`config.mk`:
```
export PLATFORM = sky130hd
export DESIGN_NAME = rpn_stack_calculator_unit
export DESIGN_NICKNAME = d
export VERILOG_FILES = /design/src/design/rpn_pkg.sv /design/src/design/rpn_ctrl.sv /design/src/design/rpn_dp.sv /design/src/design/rpn_stack_calculator_unit.sv
export SDC_FILE = /design/constraint.sdc
export NUM_CORES = 1
export LEC_CHECK = 0
export BUFFER_PORTS_ARGS = -buffer_cell sky130_fd_sc_hd__buf_2
export CORE_ASPECT_RATIO = 1.4
export CORE_MARGIN = 2
export CORE_UTILIZATION = 35
export CTS_BUF_LIST = sky130_fd_sc_hd__clkbuf_8
export DETAILED_ROUTE_END_ITERATION = 6
export PLACE_DENSITY_LB_ADDON = 0.2
export SLEW_MARGIN = 20
export SYNTH_ARGS = -nofsm -noshare
export SYNTH_HDL_FRONTEND = slang
export SYNTH_HIERARCHICAL = 1
export SYNTH_SLANG_ARGS = --single-unit
export TNS_END_PERCENT = 5
```
`constraint.sdc`:
```
create_clock -name clk -period 8.05 [get_ports clk]
set_input_delay 2.0125 -clock clk [delete_from_list [all_inputs] [get_ports clk]]
set_output_delay 2.0125 -clock clk [all_outputs]
set_load 0.02 [all_outputs]
```
`src/design/rpn_pkg.sv`:
```
// Shared types and codes for the RPN stack calculator.
`timescale 1ns / 1ps
`default_nettype none
package rpn_pkg;

    // Operation codes carried on func
    localparam logic [2:0] OP_PUSH = 3'd0;
    localparam logic [2:0] OP_ADD  = 3'd1;
    localparam logic [2:0] OP_SUB  = 3'd2;
    localparam logic [2:0] OP_MUL  = 3'd3;
    localparam logic [2:0] OP_DIV  = 3'd4;

    // Error codes reported with each result
    localparam logic [1:0] ERR_OK        = 2'd0;
    localparam logic [1:0] ERR_UNDERFLOW = 2'd1;
    localparam logic [1:0] ERR_DIVZERO   = 2'd2;
    localparam logic [1:0] ERR_FULL      = 2'd3;

    // Kind of stack update applied at commit
    typedef enum logic [1:0] {
        WB_NONE,
        WB_PUSH,
        WB_POP
    } wb_kind_t;

    // Controller to datapath commands
    typedef struct packed {
        logic     latch_in;
        logic     rd;
        logic     start;
        logic     step;
        logic     commit;
        wb_kind_t kind;
        logic [1:0] err;
    } cmd_t;

    // Datapath to controller status
    typedef struct packed {
        logic [2:0] func;
        logic       full;
        logic       lt2;
        logic       top_zero;
        logic       calc_done;
        logic       out_free;
    } status_t;

endpackage
`default_nettype wire

```
`src/design/rpn_ctrl.sv`:
```
// Sequencing state machine for the RPN stack calculator.
`timescale 1ns / 1ps
`default_nettype none
module rpn_ctrl (
    input  wire logic            clk,
    input  wire logic            rst_n,
    input  wire logic            in_valid,
    output logic                 in_ready,
    input  wire rpn_pkg::status_t status,
    output rpn_pkg::cmd_t        cmd
);

    localparam logic [2:0] S_IDLE   = 3'd0;
    localparam logic [2:0] S_DECODE = 3'd1;
    localparam logic [2:0] S_LOAD   = 3'd2;
    localparam logic [2:0] S_CALC   = 3'd3;
    localparam logic [2:0] S_DONE   = 3'd4;

    logic [2:0]        state_reg, state_next;
    rpn_pkg::wb_kind_t kind_reg, kind_next;
    logic [1:0]        err_reg, err_next;

    assign in_ready = (state_reg == S_IDLE);

    // Next state and commands
    always_comb
    begin
        state_next   = state_reg;
        kind_next    = kind_reg;
        err_next     = err_reg;
        cmd          = '0;
        cmd.kind     = kind_reg;
        cmd.err      = err_reg;
        unique case (state_reg)
            S_IDLE:
            begin
                if (in_valid)
                begin
                    cmd.latch_in = 1'b1;
                    state_next   = S_DECODE;
                end
            end
            S_DECODE:
            begin
                kind_next  = rpn_pkg::WB_NONE;
                err_next   = rpn_pkg::ERR_OK;
                state_next = S_DONE;
                priority if (status.func == rpn_pkg::OP_PUSH)
                begin
                    if (status.full)
                        err_next = rpn_pkg::ERR_FULL;
                    else
                        kind_next = rpn_pkg::WB_PUSH;
                end
                else if (status.func == rpn_pkg::OP_ADD || status.func == rpn_pkg::OP_SUB ||
                         status.func == rpn_pkg::OP_MUL || status.func == rpn_pkg::OP_DIV)
                begin
                    if (status.lt2)
                        err_next = rpn_pkg::ERR_UNDERFLOW;
                    else if (status.func == rpn_pkg::OP_DIV && status.top_zero)
                        err_next = rpn_pkg::ERR_DIVZERO;
                    else
                    begin
                        kind_next  = rpn_pkg::WB_POP;
                        cmd.rd     = 1'b1;
                        state_next = S_LOAD;
                    end
                end
                else
                begin
                    // unused codes leave the stack alone
                    kind_next = rpn_pkg::WB_NONE;
                end
            end
            S_LOAD:
            begin
                cmd.start  = 1'b1;
                state_next = S_CALC;
            end
            S_CALC:
            begin
                if (status.calc_done)
                    state_next = S_DONE;
                else
                    cmd.step = 1'b1;
            end
            S_DONE:
            begin
                if (status.out_free)
                begin
                    cmd.commit = 1'b1;
                    state_next = S_IDLE;
                end
            end
            default:
            begin
                state_next = S_IDLE;
            end
        endcase
    end

    always_ff @(posedge clk or negedge rst_n)
    begin
        if (!rst_n)
        begin
            state_reg <= S_IDLE;
            kind_reg  <= rpn_pkg::WB_NONE;
            err_reg   <= rpn_pkg::ERR_OK;
        end
        else
        begin
            state_reg <= state_next;
            kind_reg  <= kind_next;
            err_reg   <= err_next;
        end
    end

endmodule
`default_nettype wire

```
`src/design/rpn_dp.sv`:
```
// Stack storage, iterative arithmetic and output register of the RPN calculator.
`timescale 1ns / 1ps
`default_nettype none
module rpn_dp #(
    parameter int STACK_DEPTH = 16,
    parameter int DATA_WIDTH  = 32
) (
    input  wire logic               clk,
    input  wire logic               rst_n,
    input  wire logic [2:0]         func,
    input  wire logic signed [31:0] push_value,
    input  wire rpn_pkg::cmd_t      cmd,
    output rpn_pkg::status_t        status,
    output logic                    out_valid,
    input  wire logic               out_ready,
    output logic signed [31:0]      top_value,
    output logic [4:0]              stack_depth,
    output logic [1:0]              error_code
);

    localparam int DW = DATA_WIDTH;
    localparam int AW = (STACK_DEPTH > 1) ? $clog2(STACK_DEPTH) : 1;
    localparam int CW = $clog2(STACK_DEPTH + 1);
    localparam int NW = $clog2(DATA_WIDTH + 1);

    // Request and stack registers
    logic [2:0]    func_reg;
    logic [DW-1:0] pv_reg;
    logic [DW-1:0] top_reg, top_next;
    logic [CW-1:0] count_reg, count_next;
    logic [DW-1:0] mem [STACK_DEPTH];
    logic [DW-1:0] rd_reg;

    // Arithmetic unit registers
    logic [DW-1:0] acc_reg;
    logic [DW-1:0] addend_reg;
    logic [DW-1:0] shf_reg;
    logic [NW-1:0] iter_reg;
    logic          neg_reg;

    // Output register
    logic              out_valid_reg;
    logic signed [31:0] top_out_reg;
    logic [4:0]        depth_reg;
    logic [1:0]        err_out_reg;

    logic [DW+31:0] pv_ext;
    logic [CW-1:0]  wr_ptr, rd_ptr;
    logic [DW-1:0]  mag_a, mag_b, result, q_neg;
    logic [DW:0]    rem_sh, diff;
    logic [DW-1:0]  top_shown;
    logic [DW+31:0] top_ext;
    logic [CW+4:0]  depth_ext;

    assign pv_ext = {{DW{push_value[31]}}, push_value};
    assign wr_ptr = count_reg - CW'(1);
    assign rd_ptr = count_reg - CW'(2);

    // Status for the controller
    assign status.func      = func_reg;
    assign status.full      = (count_reg == CW'(STACK_DEPTH));
    assign status.lt2       = (count_reg < CW'(2));
    assign status.top_zero  = (top_reg == '0);
    assign status.calc_done = (iter_reg == '0);
    assign status.out_free  = !out_valid_reg || out_ready;

    // Latch the request
    always_ff @(posedge clk)
    begin
        if (cmd.latch_in)
        begin
            func_reg <= func;
            pv_reg   <= pv_ext[DW-1:0];
        end
    end

    // Stack memory: one write port, one registered read port
    always_ff @(posedge clk)
    begin
        if (cmd.commit && cmd.kind == rpn_pkg::WB_PUSH && count_reg != '0)
            mem[wr_ptr[AW-1:0]] <= top_reg;
        if (cmd.rd)
            rd_reg <= mem[rd_ptr[AW-1:0]];
    end

    // Operand magnitudes for the divider
    assign mag_a = rd_reg[DW-1] ? (DW'(0) - rd_reg) : rd_reg;
    assign mag_b = top_reg[DW-1] ? (DW'(0) - top_reg) : top_reg;

    // Restoring divide step
    assign rem_sh = {acc_reg, shf_reg[DW-1]};
    assign diff   = rem_sh - {1'b0, addend_reg};

    // Shift-add multiply, restoring divide, and add and subtract done at start
    always_ff @(posedge clk or negedge rst_n)
    begin
        if (!rst_n)
        begin
            iter_reg <= '0;
        end
        else if (cmd.start)
        begin
            unique case (func_reg)
                rpn_pkg::OP_MUL:
                begin
                    acc_reg    <= '0;
                    addend_reg <= rd_reg;
                    shf_reg    <= top_reg;
                    iter_reg   <= NW'(DATA_WIDTH);
                end
                rpn_pkg::OP_DIV:
                begin
                    acc_reg    <= '0;
                    addend_reg <= mag_b;
                    shf_reg    <= mag_a;
                    neg_reg    <= rd_reg[DW-1] ^ top_reg[DW-1];
                    iter_reg   <= NW'(DATA_WIDTH);
                end
                rpn_pkg::OP_SUB:
                begin
                    acc_reg  <= rd_reg - top_reg;
                    iter_reg <= '0;
                end
                default:
                begin
                    acc_reg  <= rd_reg + top_reg;
                    iter_reg <= '0;
                end
            endcase
        end
        else if (cmd.step)
        begin
            iter_reg <= iter_reg - NW'(1);
            if (func_reg == rpn_pkg::OP_DIV)
            begin
                if (!diff[DW])
                begin
                    acc_reg <= diff[DW-1:0];
                    shf_reg <= {shf_reg[DW-2:0], 1'b1};
                end
                else
                begin
                    acc_reg <= rem_sh[DW-1:0];
                    shf_reg <= {shf_reg[DW-2:0], 1'b0};
                end
            end
            else
            begin
                if (shf_reg[0])
                    acc_reg <= acc_reg + addend_reg;
                addend_reg <= {addend_reg[DW-2:0], 1'b0};
                shf_reg    <= {1'b0, shf_reg[DW-1:1]};
            end
        end
    end

    // Final result with quotient sign fixup
    assign q_neg  = DW'(0) - shf_reg;
    assign result = (func_reg == rpn_pkg::OP_DIV) ? (neg_reg ? q_neg : shf_reg) : acc_reg;

    // Stack update at commit
    always_comb
    begin
        top_next   = top_reg;
        count_next = count_reg;
        if (cmd.commit)
        begin
            unique case (cmd.kind)
                rpn_pkg::WB_PUSH:
                begin
                    top_next   = pv_reg;
                    count_next = count_reg + CW'(1);
                end
                rpn_pkg::WB_POP:
                begin
                    top_next   = result;
                    count_next = count_reg - CW'(1);
                end
                default:
                begin
                    top_next   = top_reg;
                    count_next = count_reg;
                end
            endcase
        end
    end

    always_ff @(posedge clk or negedge rst_n)
    begin
        if (!rst_n)
            count_reg <= '0;
        else
            count_reg <= count_next;
    end

    always_ff @(posedge clk)
    begin
        top_reg <= top_next;
    end

    // Result register
    assign top_shown = (count_next == '0) ? '0 : top_next;
    assign top_ext   = {32'b0, top_shown};
    assign depth_ext = {5'b0, count_next};

    always_ff @(posedge clk or negedge rst_n)
    begin
        if (!rst_n)
            out_valid_reg <= 1'b0;
        else if (cmd.commit)
            out_valid_reg <= 1'b1;
        else if (out_ready)
            out_valid_reg <= 1'b0;
    end

    always_ff @(posedge clk)
    begin
        if (cmd.commit)
        begin
            top_out_reg <= top_ext[31:0];
            depth_reg   <= depth_ext[4:0];
            err_out_reg <= cmd.err;
        end
    end

    assign out_valid   = out_valid_reg;
    assign top_value   = top_out_reg;
    assign stack_depth = depth_reg;
    assign error_code  = err_out_reg;

endmodule
`default_nettype wire

```
`src/design/rpn_stack_calculator_unit.sv`:
```
// Top level of the RPN stack calculator: controller plus datapath.
//
// Usage: the input channel (in_valid/in_ready, func, push_value) takes one
// request at a time: a push of a signed value or an add, subtract, multiply
// or divide of the two top entries. The output channel (out_valid/out_ready,
// top_value, stack_depth, error_code) returns exactly one result per request.
// A push, an error or an unused code goes from decode straight to the commit
// of its result; add and subtract first pass through the operand load and
// calculate states; multiply and divide iterate in the calculate state on the
// one-bit-per-cycle shift-add and restoring divide unit. A new request is taken
// the cycle after the result is loaded, not before the last one has committed.
// The stack top sits in a register; the entries below it live in a memory
// with one registered read port, read once per operation.
// Reset clears the stack depth and the output valid; no clearing pass.
// When the receiver stalls, the result holds in the output register, the next
// request is still accepted and worked on, and it waits before its commit
// until the output register is free.
`timescale 1ns / 1ps
`default_nettype none
module rpn_stack_calculator_unit #(
    parameter int STACK_DEPTH = 16,
    parameter int DATA_WIDTH  = 32
) (
    input  wire logic               clk,
    input  wire logic               rst_n,
    input  wire logic               in_valid,
    output logic                    in_ready,
    input  wire logic [2:0]         func,
    input  wire logic signed [31:0] push_value,
    output logic                    out_valid,
    input  wire logic               out_ready,
    output logic signed [31:0]      top_value,
    output logic [4:0]              stack_depth,
    output logic [1:0]              error_code
);

    rpn_pkg::cmd_t    cmd;
    rpn_pkg::status_t status;

    rpn_ctrl u_ctrl (
        .clk      (clk),
        .rst_n    (rst_n),
        .in_valid (in_valid),
        .in_ready (in_ready),
        .status   (status),
        .cmd      (cmd)
    );

    rpn_dp #(
        .STACK_DEPTH (STACK_DEPTH),
        .DATA_WIDTH  (DATA_WIDTH)
    ) u_dp (
        .clk         (clk),
        .rst_n       (rst_n),
        .func        (func),
        .push_value  (push_value),
        .cmd         (cmd),
        .status      (status),
        .out_valid   (out_valid),
        .out_ready   (out_ready),
        .top_value   (top_value),
        .stack_depth (stack_depth),
        .error_code  (error_code)
    );

endmodule
`default_nettype wire
```
# After elaboration in Yosys (flattened, before gate mapping)
# Memories as Yosys holds them, arrays and structs flattened. A register that Yosys moved wholly into a read port is not among the register bits.
# Index checks and enable logic that the tools add are counted.
[word_totals]
output_inout_bits = 41
inputBits = 39
ramBits = 512
ff_bits = 222
n_memories = 1
wordCells = 129
[op_classes]
n_reduce_logical = 23
n_eq_ne = 16
n_addsub = 11
n_mux = 60
bitwise = 1
n_lt_le_gt_ge = 1
[memory_table]
columns = ["name", "depth", "word_bits", "rd", "rd_ports_with_merged_regs", "write_ports", "line", "source"]
rows = [
  ["u_dp.mem", 16, 32, 1, 1, 1, "rpn_dp.sv:31", "logic [DW-1:0] mem [STACK_DEPTH];"],
]
[op_table]
columns = ["operator", "n"]
rows = [
  ["2-to-1 mux 32 bit", 16],
  ["case mux 32 bit (2 select lines)", 4],
  ["subtractor 1 x 32 -> 32 bit (first input constant)", 3],
  ["adder 32 bit", 2],
  ["subtractor 33 x 32 -> 33 bit", 1],
  ["zero test 32 bit", 1],
  ["subtractor 32 bit", 1],
  ["2-to-1 mux 3 bit", 7],
  ["2-to-1 mux 1 bit", 18],
  ["2-to-1 mux 2 bit", 9],
  ["2-to-1 mux 6 bit", 3],
  ["case mux 3 bit (5 select lines)", 1],
  ["== test 3 x 2 -> 1 bit (second input constant)", 4],
  ["AND reduction 3 bit", 4],
  ["case mux 5 bit (2 select lines)", 1],
  ["!= test 2 bit (second input constant)", 4],
  ["== test 3 x 1 -> 1 bit (second input constant)", 2],
  ["== test 3 bit (second input constant)", 2],
  ["zero test 3 bit", 2],
  ["zero test 6 bit", 1],
  ["subtractor 6 x 1 -> 6 bit (second input constant)", 1],
  ["adder 5 x 1 -> 5 bit (second input constant)", 1],
  ["== test 5 bit (second input constant)", 1],
  ["zero test 5 bit", 1],
  ["other kinds (16)", 22],
]

# Logic depth before layout (Yosys ltp)
[depth]
ltp_word = 8
depth_mapped = 21
mapped_depth_nobuf = 20

# By module
# The synthesis kept the hierarchy.
[by_module_without_submodules]
columns = ["mod", "instances", "area_per_inst_um2", "seq_area_each_um2", "cells_per_inst"]
rows = [
  ["rpn_dp", 1, 37457.2, 22411.5, 2656],
  ["rpn_ctrl", 1, 432.9, 175.2, 46],
]

# Worst setup path before layout
# OpenSTA, ideal clock, no wires.
[synth_path]
path_kind = "input to register"
start = "input out_ready"
end = "memory u_dp/mem[12][0] (netlist name), enable pin"
path_stages = 7
setup_slack_ns = 0.604
setup_ns = 0.421
required_time_ns = 7.629
path_buffers = 0
arrival_ns = 7.024
path_cell_list = "nand2b_1 > nand2_1 > nor3_1 > nand2_1 > a31oi_1 > nand2_1 > nor2_1"
[synth_lines]
columns = ["element", "line", "source"]
rows = [
  ["start, declared", "rpn_stack_calculator_unit.sv:31", "input wire logic out_ready,"],
  ["end, declared", "rpn_dp.sv:31", ""],
]

# Worst setup path in the final report
[layout_path]
start = "register u_dp.top_reg[2]"
end = "register u_dp.acc_reg[30], data pin"
[layout_between]
elab_chain_cells = 3
[layout_lines]
columns = ["element", "line", "source"]
rows = [
  ["start, declared", "rpn_dp.sv:29", "logic [DW-1:0] top_reg, top_next;"],
  ["start signal, assigned", "rpn_dp.sv:198", "top_reg <= top_next;"],
  ["adder 32 bit / subtractor 32 bit (equally long branches)", "rpn_dp.sv:126, rpn_dp.sv:121", ""],
  ["case mux 32 bit (2 select lines) (*)", "rpn_dp.sv:103", "unique case (func_reg)"],
  ["2-to-1 mux 32 bit (*)", "rpn_dp.sv:101", "else if (cmd.start)"],
  ["end signal, assigned", "rpn_dp.sv:121", "acc_reg <= rd_reg - top_reg;"],
  ["end signal, assigned", "rpn_dp.sv:126", "acc_reg <= rd_reg + top_reg;"],
  ["end signal, assigned", "rpn_dp.sv:138", "acc_reg <= diff[DW-1:0];"],
  ["end, declared", "rpn_dp.sv:35", "logic [DW-1:0] acc_reg;"],
]
# Mark *: on every way between the ends. The rest lies on a longest branch, timed or not.
# A chain may end at the register's enable or synchronous reset.

==> impl_results.md <==
* Outcome: complete, no violations
* CTS Buf Count at 110
* Multi-input gate area at between 10,000 and 15,000 µm²
* Pins Over Slew Limit at 0
* DRC violations left at 0
* Remaining antenna violation count at 0
* WP data required at 8.56 ns
* Cell area after layout at 42,100 µm²
* Crit-path cells: nor2_1, nor4b_1, nand3_1, nor3_1, nand2_1, or4_1, o21ai_0, xor2_1, ha_1, a21oi_1, nand3b_1, o21ai_0, nor2_1, a311oi_1, xor2_1, o211ai_1
* HPWL after DPL at 69.4 mm
* Ys Warns at 6
* 1st-iter DRT viols at between 1,500 and 2,000
* Layout cells sized above 1 at approximately 18%
* Gr ovfl total at 0
* Routed len/inst at about 24 µm
* Num rows at approximately 140
* Max Clk Rate at between 150 and 200 MHz
* Number of enable flip-flop cells after synthesis at around 700
* Post-CTS Resized at 0
* Post-placement cell area at between 30,000 and 40,000 µm²
* First-pass GRT wire length at ~150 mm
* Vias/cell at 5.40
* Largest register FFs at 512
* Met2 Use GR at 33.4%
* Most used DFF post-synth: edfxtp_1
* Final Hold Fails at 0
* Crit-path max FO at 23
* Hold-fix buffer count after cts at 0
* Fraction of registers with async set/reset at roughly 2.5%
* Gpl congestion at approximately 0.88
* Initial DRT Pass Iterations at 5
* WS Path Type: reg -> reg
* Synth-to-layout area growth at 11.2%
* Final setup fails at 0
* Clock Path Buffers at 3
* Post-synthesis sequential area ratio at 59.6%
* Clk sinks at between 700 and 800
* Filler cell count at 9,962
* H-tree levels at 3
* Worst setup EP type: flop
* Startpoint Class: flop
* Post-synth top area cell: edfxtp_1
* Met3 GRT Util at around 2.7%
* Skew final at 0.0334 ns
* Worst-path clk slew at 0.07 ns
* Core Box Area at ~110,000 µm²
* Post-CTS Setup Repair Bufs at 0
* Relative slew slack at 28.8%
* Die width at about 280 µm
* GR Util All Layers at between 10% and 20%
* Final min period at about 5.8 ns
* Top cell type's share of synthesized area at a little under three fifths
* Unrepaired setup endpoints after global routing: no
* Top-level port count at 80
* Most used routing layer: met2
* Final nets at 2,951
* Clock latency on the worst-skew pair at 0.79 ns
* WHS at between 0.4 and 0.5 ns
* Mapped Area at 37,900 µm²
* Initial antenna violation count at 8
* Mapped Nets at about 2,900
* PwrDens at ~370 nW/µm²
* Largest cells by area after synthesis: edfxtp_1, mux4_2, ha_1
* Initial Utilization at a little over a third
* CP max-delay cell: nor4b_1
* CP Buf/Inv Count at 0
* Worst slew pin tran at between 1 and 1.5 ns
* Total area of sequential cells at approximately 23,000 µm²
* Placed cell count at 4,125
* Max-capacitance violation count at 0
* Vias in the first global route at roughly 25,000
* Leak Pwr at about 0.014 µW
* Cell count after synthesis at about 2,700
* Largest net degree at the start of global routing at about 70
* Largest delay share family, worst path: simple AND/OR/NAND/NOR gates
* Die Y at a little under 400 µm
* Period utilization at 72.3%
* Crit path arrival time at roughly 6.3 ns
* Die area at approximately 110,000 µm²
* Peak supply drop at a little under 0.2 mV
* Met1 usage at 23.0%
* Most numerous cell in the Yosys netlist: edfxtp_1
* Port Buf Inserts at 79
* TritonCTS clock tree: done
* Setup TNS at 0 ns
* Avg Cell Area, Syn at approximately 14 µm²
* Via count at 23,400
* Yosys reg bits at around 770
* Distinct cells, synth at 80
* Synth cell count leaders: edfxtp_1, nand2_1, mux4_2, o21ai_0, nor2_1
* CP max stage delay at roughly 0.80 ns
* Worst min path class: reg -> reg
* Detailed Route WL at slightly above 100 mm
* Final cell count without fillers at roughly 4,300
* Root Buffer Master: clkbuf_8
[per-stage QoR]
step                worst slack (ns)  power (µW)  util (%)
global placement                2.22       12400      37.3
finish                          2.23       15600      39.3
CTS                             2.13       15800      39.3
detailed placement              2.15       12600      37.3
global route                    1.72       16600      39.3
floorplan                      0.604       10700         -
[cells in the final DEF, fill, tap and decap left out, drive strengths merged, types with 17 or more instances in the layout]
master,instances
edfxtp,715
and2,42
xnor2,100
a21o,35
dfxtp,32
buf,131
nor3,33
nand2b,20
ha,111
nand2,238
inv,105
xor2,112
nor2,163
or4,17
dfrtp,19
nor2b,19
a221oi,21
clkinv,44
o211ai,40
o31ai,42
mux4,188
nand3,28
a21oi,104
clkbuf,114
o21ai,183
[report_power, final]
part | leakage [µW] | internal (µW) | switching, µW
sequential | 0.00700 | 5380 | 950
combinational | 0.00610 | 2680 | 3520
clock | 0.00122 | 1580 | 1530
total | 0.0143 | 9640 | 6000
[worst reg2reg max path: cells and delay by family, from the launching register on]
kind | cells | cell delay (ns)
DFF | 1 | 0.57
AOI/OAI and AO/OA | 5 | 1.33
xor gates and xnor gates | 2 | 0.28
and+or+nand+nor | 8 | 3.00
adders and majority gates | 1 | 0.37
[routing by layer]
metal,part of all wire [%],wire (µm)
met5,0.013,14
met4,2.8,2920
met3,4.2,4330
met2,52,54000
met1,41,42700
[layout make-up]
class / count / area share, %
diodes: 2 / 0.0119
clock inverters: 88 / 1.44
repair buffers: 131 / 1.89
flip-flops and latches: 766 / 53.6
multi-input cells: 1717 / 34.4
inverters: 72 / 0.641
clock buffers: 114 / 3.72
well taps: 1440 / 4.28
[kinds of logic (layout without fill, tap and decap cells)]
| kind of cell | after synthesis | in the layout | share of synthesized area, % |
|---|---|---|---|
| DFF | 766 | 766 | 59.6 |
| other | 0 | 2 | 0 |
| AOI/OAI and AO/OA | 568 | 568 | 9.72 |
| muxes | 209 | 209 | 11.8 |
| adders and majority gates | 114 | 114 | 3.82 |
| buffers and inverters | 219 | 405 | 2.69 |
| and+or+nand+nor | 614 | 614 | 7.48 |
| xor gates and xnor gates | 212 | 212 | 4.90 |
[final timing paths]
| check | start | endpoint | slack [ns] | cells past startpoint |
|---|---|---|---|---|
| worst max-delay path | u_dp/top_reg[2] | u_dp/acc_reg[30] | 2.23 | 16 |
| worst min-delay path | u_ctrl/err_reg[1] | u_dp/error_code[1] | 0.45 | 0 |
| worst max register to register | u_dp/top_reg[2] | u_dp/acc_reg[30] | 2.23 | 16 |
| worst min register to register | u_ctrl/err_reg[1] | u_dp/error_code[1] | 0.45 | 0 |
| max in group asynchronous | rst_n | u_dp/count_reg[0] | 6.51 | 2 |
| min in group asynchronous | rst_n | u_dp/count_reg[3] | 1.24 | 2 |
Note: power is estimated with default switching activity, not from simulation.
